[config.mk]
export PLATFORM = sky130hd
export DESIGN_NAME = greedy_balanced_slice_partitioner_top
export DESIGN_NICKNAME = d
export VERILOG_FILES = /design/src/design/gbsp_pkg.sv /design/src/design/greedy_balanced_slice_partitioner_top.sv
export SDC_FILE = /design/constraint.sdc
export NUM_CORES = 1
export LEC_CHECK = 0
export ABC_AREA = 1
export BUFFER_PORTS_ARGS = -buffer_cell sky130_fd_sc_hd__buf_4
export CAP_MARGIN = 20
export CELL_PAD_IN_SITES_DETAIL_PLACEMENT = 0
export CELL_PAD_IN_SITES_GLOBAL_PLACEMENT = 1
export CORE_AREA = 2 2 257 259
export CTS_BUF_LIST = sky130_fd_sc_hd__clkbuf_8
export CTS_CLUSTER_DIAMETER = 60
export DETAILED_ROUTE_END_ITERATION = 16
export DIE_AREA = 0 0 259 261
export PLACE_DENSITY = 0.95
export SLEW_MARGIN = 20
export SYNTH_ARGS = -nofsm -noshare
export SYNTH_HDL_FRONTEND = slang
export SYNTH_SLANG_ARGS = --single-unit
[constraint.sdc]
create_clock -name i_clk -period 17.8 [get_ports i_clk]
set_input_delay 2.67 -clock i_clk [delete_from_list [all_inputs] [get_ports i_clk]]
set_output_delay 2.67 -clock i_clk [all_outputs]
set_load 0.01 [all_outputs]
[src/design/gbsp_pkg.sv]
// Package for the greedy balanced slice partitioner.
// Holds field widths, default parameter values and configuration register codes.
// No dependencies.
`timescale 1ns / 1ps
`default_nettype none

package gbsp_pkg;

    localparam int COUNT_WIDTH_DEF = 40;
    localparam int INDEX_WIDTH_DEF = 32;

    localparam int NNZ_WIDTH       = 40;
    localparam int PARTS_WIDTH     = 16;
    localparam int SLICE_WIDTH     = 32;
    localparam int CFG_INDEX_WIDTH = 2;
    localparam int CFG_DATA_WIDTH  = 40;

    localparam int IN_TDATA_WIDTH  = 40;
    localparam int OUT_TDATA_WIDTH = 2 * SLICE_WIDTH;

    typedef enum logic [CFG_INDEX_WIDTH-1:0] {
        REG_TARGET_PER_PART = 2'd0,
        REG_NUM_PARTS       = 2'd1,
        REG_MY_PART         = 2'd2
    } t_cfg_reg;

    typedef struct packed {
        logic [SLICE_WIDTH-1:0] part_end;
        logic [SLICE_WIDTH-1:0] part_start;
        logic                   too_many_parts;
    } t_result;

endpackage

`default_nettype wire

[src/design/greedy_balanced_slice_partitioner_top.sv]
// Top level of the greedy balanced slice partitioner.
// Depends on gbsp_pkg; the checker in gbsp_checker.sv binds to it.
// Input beats carry one slice count; a result beat leaves after the beat marked tlast.
`timescale 1ns / 1ps
`default_nettype none

// Takes one slice nonzero count per cycle while tready is high, one beat per slice, in slice
// order, with tlast on the final slice of a mode. Each slice updates the state (one threshold
// add and compare, three wrapped differences, the boundary select and the running-total add),
// so the sustained rate is one beat per clock while the skid register is empty. The beat with
// tlast yields one result beat in the output register, or first in the skid register behind
// it, which keeps the input side open for one more result while the output side stalls:
// part_start in tdata[31:0], part_end in tdata[63:32] and the too-many-parts flag in tuser.
// The user must make configuration writes between modes; the block does not enforce it.
module greedy_balanced_slice_partitioner_top #(
    parameter int COUNT_WIDTH = gbsp_pkg::COUNT_WIDTH_DEF,
    parameter int INDEX_WIDTH = gbsp_pkg::INDEX_WIDTH_DEF
) (
    input  wire logic                                  i_clk,
    input  wire logic                                  i_rst_n,
    input  wire logic                                  i_s_tvalid,
    output logic                                       o_s_tready,
    // [39:0] slice_nnz
    input  wire logic [gbsp_pkg::IN_TDATA_WIDTH-1:0]   i_s_tdata,
    input  wire logic                                  i_s_tlast,
    output logic                                       o_m_tvalid,
    input  wire logic                                  i_m_tready,
    // [31:0] part_start, [63:32] part_end
    output logic [gbsp_pkg::OUT_TDATA_WIDTH-1:0]       o_m_tdata,
    // [0] too_many_parts
    output logic                                       o_m_tuser,
    input  wire logic                                  i_cfg_valid,
    output logic                                       o_cfg_ready,
    input  wire logic [gbsp_pkg::CFG_INDEX_WIDTH-1:0]  i_cfg_index,
    input  wire logic [gbsp_pkg::CFG_DATA_WIDTH-1:0]   i_cfg_data
);

    localparam int PW = gbsp_pkg::PARTS_WIDTH;

    logic [gbsp_pkg::NNZ_WIDTH-1:0] r_target;
    logic [PW-1:0]                  r_num_parts;
    logic [PW-1:0]                  r_my_part;

    logic [COUNT_WIDTH-1:0] r_total, n_total;
    logic [COUNT_WIDTH-1:0] r_base, n_base;
    logic [COUNT_WIDTH-1:0] r_prev, n_prev;
    logic [PW-1:0]          r_closed, n_closed;
    logic [INDEX_WIDTH-1:0] r_slice, n_slice;
    logic [INDEX_WIDTH-1:0] r_start, n_start;
    logic [INDEX_WIDTH-1:0] r_end, n_end;
    logic                   r_end_found, n_end_found;

    gbsp_pkg::t_result r_out, r_skid, w_res;
    logic              r_out_valid, r_skid_valid;

    logic                   w_in_beat;
    logic                   w_out_free;
    logic [COUNT_WIDTH-1:0] w_cnt, w_thr, w_before, w_here_d, w_prev_d;
    logic                   w_hit;
    logic [PW-1:0]          w_closed_inc;
    logic [PW:0]            w_my_next;
    logic [INDEX_WIDTH-1:0] w_count_total, w_st, w_en;
    logic                   w_flag;
    logic [63:0]            w_st_ext, w_en_ext;

    assign o_cfg_ready = 1'b1;
    assign o_s_tready  = !r_skid_valid;
    assign w_in_beat   = i_s_tvalid && o_s_tready;
    assign w_out_free  = !r_out_valid || i_m_tready;

    always_ff @(posedge i_clk) begin
        if (!i_rst_n) begin
            r_target    <= '0;
            r_num_parts <= PW'(1);
            r_my_part   <= '0;
        end else if (i_cfg_valid && o_cfg_ready) begin
            unique case (gbsp_pkg::t_cfg_reg'(i_cfg_index))
                gbsp_pkg::REG_TARGET_PER_PART: r_target <= i_cfg_data;
                gbsp_pkg::REG_NUM_PARTS:       r_num_parts <= i_cfg_data[PW-1:0];
                gbsp_pkg::REG_MY_PART:         r_my_part <= i_cfg_data[PW-1:0];
                default: begin
                end
            endcase
        end
    end

    always_comb begin
        w_cnt        = COUNT_WIDTH'(i_s_tdata[gbsp_pkg::NNZ_WIDTH-1:0]);
        w_thr        = r_base + COUNT_WIDTH'(r_target);
        w_before     = r_total - r_prev;
        w_here_d     = r_total - w_thr;
        w_prev_d     = w_thr - w_before;
        w_hit        = !r_end_found && (r_total >= w_thr);
        w_closed_inc = r_closed + PW'(1);
        w_my_next    = {1'b0, r_my_part} + (PW+1)'(1);

        n_base      = r_base;
        n_closed    = r_closed;
        n_start     = r_start;
        n_end       = r_end;
        n_end_found = r_end_found;
        n_total     = r_total;
        n_prev      = r_prev;

        if (w_hit) begin
            if ((r_slice != '0) && (w_prev_d < w_here_d)) begin
                n_base = w_before;
            end else begin
                n_base = r_total;
            end
            n_closed = w_closed_inc;
            if (w_closed_inc == r_my_part) begin
                n_start = r_slice;
            end else if (({1'b0, w_closed_inc} == w_my_next)
                         && (w_closed_inc != r_num_parts)) begin
                n_end       = r_slice;
                n_end_found = 1'b1;
            end
        end
        if (!n_end_found) begin
            n_total = r_total + w_cnt;
            n_prev  = w_cnt;
        end
        n_slice = r_slice + INDEX_WIDTH'(1);

        w_count_total = n_slice;
        w_st          = n_start;
        w_en          = n_end_found ? n_end : w_count_total;
        w_flag        = (r_num_parts > PW'(1)) && (w_st == '0) && (w_en == w_count_total);
        if (w_flag) begin
            w_st = w_count_total;
            w_en = w_count_total;
        end
        w_st_ext = 64'(w_st);
        w_en_ext = 64'(w_en);
        w_res.part_start     = w_st_ext[gbsp_pkg::SLICE_WIDTH-1:0];
        w_res.part_end       = w_en_ext[gbsp_pkg::SLICE_WIDTH-1:0];
        w_res.too_many_parts = w_flag;
    end

    always_ff @(posedge i_clk) begin
        if (!i_rst_n) begin
            r_total     <= '0;
            r_base      <= '0;
            r_prev      <= '0;
            r_closed    <= '0;
            r_slice     <= '0;
            r_start     <= '0;
            r_end       <= '0;
            r_end_found <= 1'b0;
        end else if (w_in_beat) begin
            if (i_s_tlast) begin
                r_total     <= '0;
                r_base      <= '0;
                r_prev      <= '0;
                r_closed    <= '0;
                r_slice     <= '0;
                r_start     <= '0;
                r_end       <= '0;
                r_end_found <= 1'b0;
            end else begin
                r_total     <= n_total;
                r_base      <= n_base;
                r_prev      <= n_prev;
                r_closed    <= n_closed;
                r_slice     <= n_slice;
                r_start     <= n_start;
                r_end       <= n_end;
                r_end_found <= n_end_found;
            end
        end
    end

    always_ff @(posedge i_clk) begin
        if (!i_rst_n) begin
            r_out_valid  <= 1'b0;
            r_skid_valid <= 1'b0;
        end else if (w_out_free) begin
            if (r_skid_valid) begin
                r_out_valid  <= 1'b1;
                r_skid_valid <= 1'b0;
            end else begin
                r_out_valid <= w_in_beat && i_s_tlast;
            end
        end else if (w_in_beat && i_s_tlast) begin
            r_skid_valid <= 1'b1;
        end
    end

    always_ff @(posedge i_clk) begin
        if (w_out_free) begin
            if (r_skid_valid) begin
                r_out <= r_skid;
            end else if (w_in_beat && i_s_tlast) begin
                r_out <= w_res;
            end
        end else if (w_in_beat && i_s_tlast) begin
            r_skid <= w_res;
        end
    end

    assign o_m_tvalid = r_out_valid;
    assign o_m_tdata  = {r_out.part_end, r_out.part_start};
    assign o_m_tuser  = r_out.too_many_parts;

endmodule

`default_nettype wire

==> summary.md <==
| Metric | Value |
|---|---|
| Status | complete, no violations |
| Fin util | 54.6% |
| Initial cell density of the core | 49.3% |
| Hold buffers post-CTS | 0 |
| Clk sink count | 437 |
| Setup TNS | 0 ns |
| Vias per inst | 5.53 |
| Pwr Total | 3800 µW |
| Max Cap Viol | 0 |
| Total grt overflow | 0 |
| Synthesized cell area | 32000 µm² |
| Drt drc | 0 |
| Top_reg_cell synth | dfxtp_1 |
| Footprint of the multi-input gates | 19300 µm² |
| Num rows | 94 |
| Mean Syn Cell Area | 6.76 µm² |
| CTS Buf Count | 82 |
| RD Place Congestion | 0.989 |
| Flop and latch count out of synthesis | 437 |
| Routed Antenna Nets | 0 |
| FMAX | 112 MHz |
| # nets final | 5156 |
| Reg area | 10100 µm² |
| Die width | 259 µm |
| Slew Limit Fails | 0 |
| DRT Pass-1 Iters | 6 |
| Leakage power | 0.0168 µW |
| Layout cells sized above 1 | 7.34% |
| Post-synth EDFFs | 130 |
| Switching power share of the total | 43.1% |
| Initial DRC Count | 2954 |
| First-pass GRT wire length | 164000 µm |
| Hold Vio Cnt, Final | 0 |
| Fraction of registers with async set/reset | 0% |
| P per Cell Area | 107 nW/µm² |
| DIE AREA | 67600 µm² |
| Setup violators final | 0 |
| Minimum clock period after layout | 8.91 ns |
| Worst path required time | 18.42 ns |
| Initial antenna violation count | 2 |
| Comb power frac | 44.5% |
| Filler cell count | 6510 |
| Seq pwr share | 29.3% |
| RSZ-0062 raised after global routing | no |
| Most Frequent Cell on Critical Path | nand2_1 |
| CTS tree | built |
| Sequential share of the synthesized area | 31.4% |
| Slowest stage delay, CP | 0.61 ns |
| Design area | 35500 µm² |
| Hold Crit Class | flop to flop |
| Max_slew headroom | 22.1% |
| Worst-path clk slew | 0.06 ns |
| DR vias | 31.9k |
| H-tree levels | 3 |
| Number of standard cells in the final layout excluding fillers | 5770 |
| WS Path Type | flop to flop |
| Resized Gates After CTS | 0 |
| Post CTS Setup Buffer Count | 0 |
| Final worst path period share | 50.1% |
| Routed wire length per instance | 18.4 µm |
| Max VDD drop | 0.0543 mV |
| CTS Root Cell | clkbuf_8 |
| Skew final | 0.0508 ns |
| Post-Place Cell Area | 33800 µm² |
| Actual slew at the worst max-slew pin | 1.17 ns |
| Syn_nets | 5061 |
| Die height | 261 µm |
| Slowest cell on crit path | nand3_1 |
| CP startpoint kind | flop |
| CP max FO | 51 |
| Netlist cell types | 64 |
| Power Internal | 2170 µW |
| Vias in the first global route | 29.4k |
| Synth Warn # | 0 |
| Largest net degree at the start of global routing | 73 |
| Routed WL | 106000 µm |
| Top Ports | 156 |
| Core area | 65000 µm² |
| Post-DP HPWL | 80400 µm |
| Gate Count Post-Synth | 4740 |
| Clock buffer depth | 3 |
| Type of destination of the critical path | flop |
| Total track usage | 30.9% |
| Crit path DAT | 9.53 ns |
| Psw | 1640 µW |
| Part of the power in the clock network | 26.1% |
| Clock Latency Late Sink | 0.70 ns |
| IO buf count | 154 |
| Area Growth Syn to Fin | 10.8% |
| Placed cells | 5615 |
layout make-up:
class	instances	share of cell area [%]
Antenna cell	3	0.0212
Clock buffer	89	3.45
Clock inverter	63	1.16
Inverter	550	5.83
Multi-Input combinational cell	3581	54.3
Sequential cell	437	28.3
Tap cell	864	3.05
Timing Repair Buffer	183	3.87
cells by family (layout without fill, tap and decap cells):
logic type / after synthesis / in the layout / synth area share (%)
other: 1 / 4 / 0.0117
and+or+nand+nor: 2188 / 2188 / 28.6
muxes: 6 / 6 / 0.187
DFF: 437 / 437 / 31.4
buffers and inverters: 722 / 885 / 8.70
AOI/OAI and AO/OA: 930 / 930 / 15.7
xor gates and xnor gates: 223 / 223 / 6.21
adders and majority gates: 233 / 233 / 9.22
cell usage after synthesis (20+ instances only):
cell type	number	area share (%)
o21bai_1	28	0.66
edfxtp_1	130	12
ha_1	228	8.9
nor3_1	55	0.86
xor2_1	170	4.6
buf_2	28	0.44
o21ai_0	321	5.0
o21ai_1	33	0.52
inv_1	535	6.3
dfxtp_1	307	19
clkbuf_1	124	1.5
nand2_1	1302	15
nor4_1	20	0.39
xnor2_1	49	1.3
nand4_1	99	1.9
nand3_1	316	4.9
a21oi_1	427	6.7
nor2_1	348	4.1
o211ai_1	37	0.87
placed cells by master (no fill, tap or decap), types with 5 or more instances in the layout:
master / n
a211oi_1: 10
a21boi_0: 5
a21o_1: 6
a21oi_1: 426
a22oi_1: 5
a31oi_1: 15
buf_4: 183
clkbuf_8: 89
clkinv_1: 12
clkinv_2: 8
dfxtp_1: 306
edfxtp_1: 130
fa_1: 5
ha_1: 228
inv_1: 565
inv_2: 11
mux2i_1: 6
nand2_1: 1299
nand3_1: 316
nand3_2: 5
nand3b_1: 6
nand4_1: 99
nor2_1: 343
nor2_2: 5
nor2_4: 5
nor3_1: 55
nor4_1: 20
o211ai_1: 37
o21a_1: 13
o21ai_0: 321
o21ai_1: 32
o21bai_1: 28
o22ai_1: 5
o31ai_1: 5
or2_2: 18
xnor2_1: 49
xor2_1: 170
path summary, 6_finish.rpt:
check	from	endpoint	slack [ns]	cells after the start
setup / recovery	r_total[1]	r_base[38]	8.89	38
hold / removal	r_start[0]	r_start[0]	0.46	2
setup reg to reg	r_total[1]	r_base[38]	8.89	38
hold reg to reg	r_start[0]	r_start[0]	0.46	2
per-stage QoR:
step | setup WS, ns | hold WS [ns]
detailed placement | 9.05 | 0.455
CTS | 9.01 | 0.465
finish | 8.89 | 0.465
global route | 8.13 | 0.479
floorplan | 10.75 | 0.445
global placement | 9.10 | 0.451
sequential cells by signal, summed over array words and instances, names as in the netlist, 16 cells and up:
register	flops
r_total	40
r_closed	16
r_slice	32
r_target	40
r_base	40
r_num_parts	16
r_my_part	16
o_m_tdata	64
r_start	32
r_end	32
r_skid	65
r_prev	40
worst max-delay path, delay by kind of cell, from the launching register on:
kind / cells / cell delay [ns]
XOR/XNOR: 2 / 0.39
adder cells (fa/ha/maj): 3 / 1.11
AND/OR/NAND/NOR: 15 / 2.08
buffers and inverters: 4 / 1.23
AO/OA/AOI/OAI: 14 / 3.48
flip-flops: 1 / 0.52
per-layer routing:
metal / vias up / global-route usage, % / routed length [µm]
met2: 1147 / 49.7 / 47700
met3: 219 / 3.90 / 7500
met5: - / 0 / 0
li1: 16000 / - / -
met1: 14600 / 41.6 / 46600
met4: 0 / 14.0 / 4620
power by group through the flow:
stage | Clock [µW] | Combinational, µW | Sequential [µW]
detailed placement | 0 | 1650 | 1140
global placement | 0 | 1640 | 1130
finish | 994 | 1690 | 1120
CTS | 1010 | 1670 | 1110
floorplan | 0 | 1230 | 1130
global route | 1050 | 1910 | 1120
No activity file was read; power rests on OpenSTA's default activity.
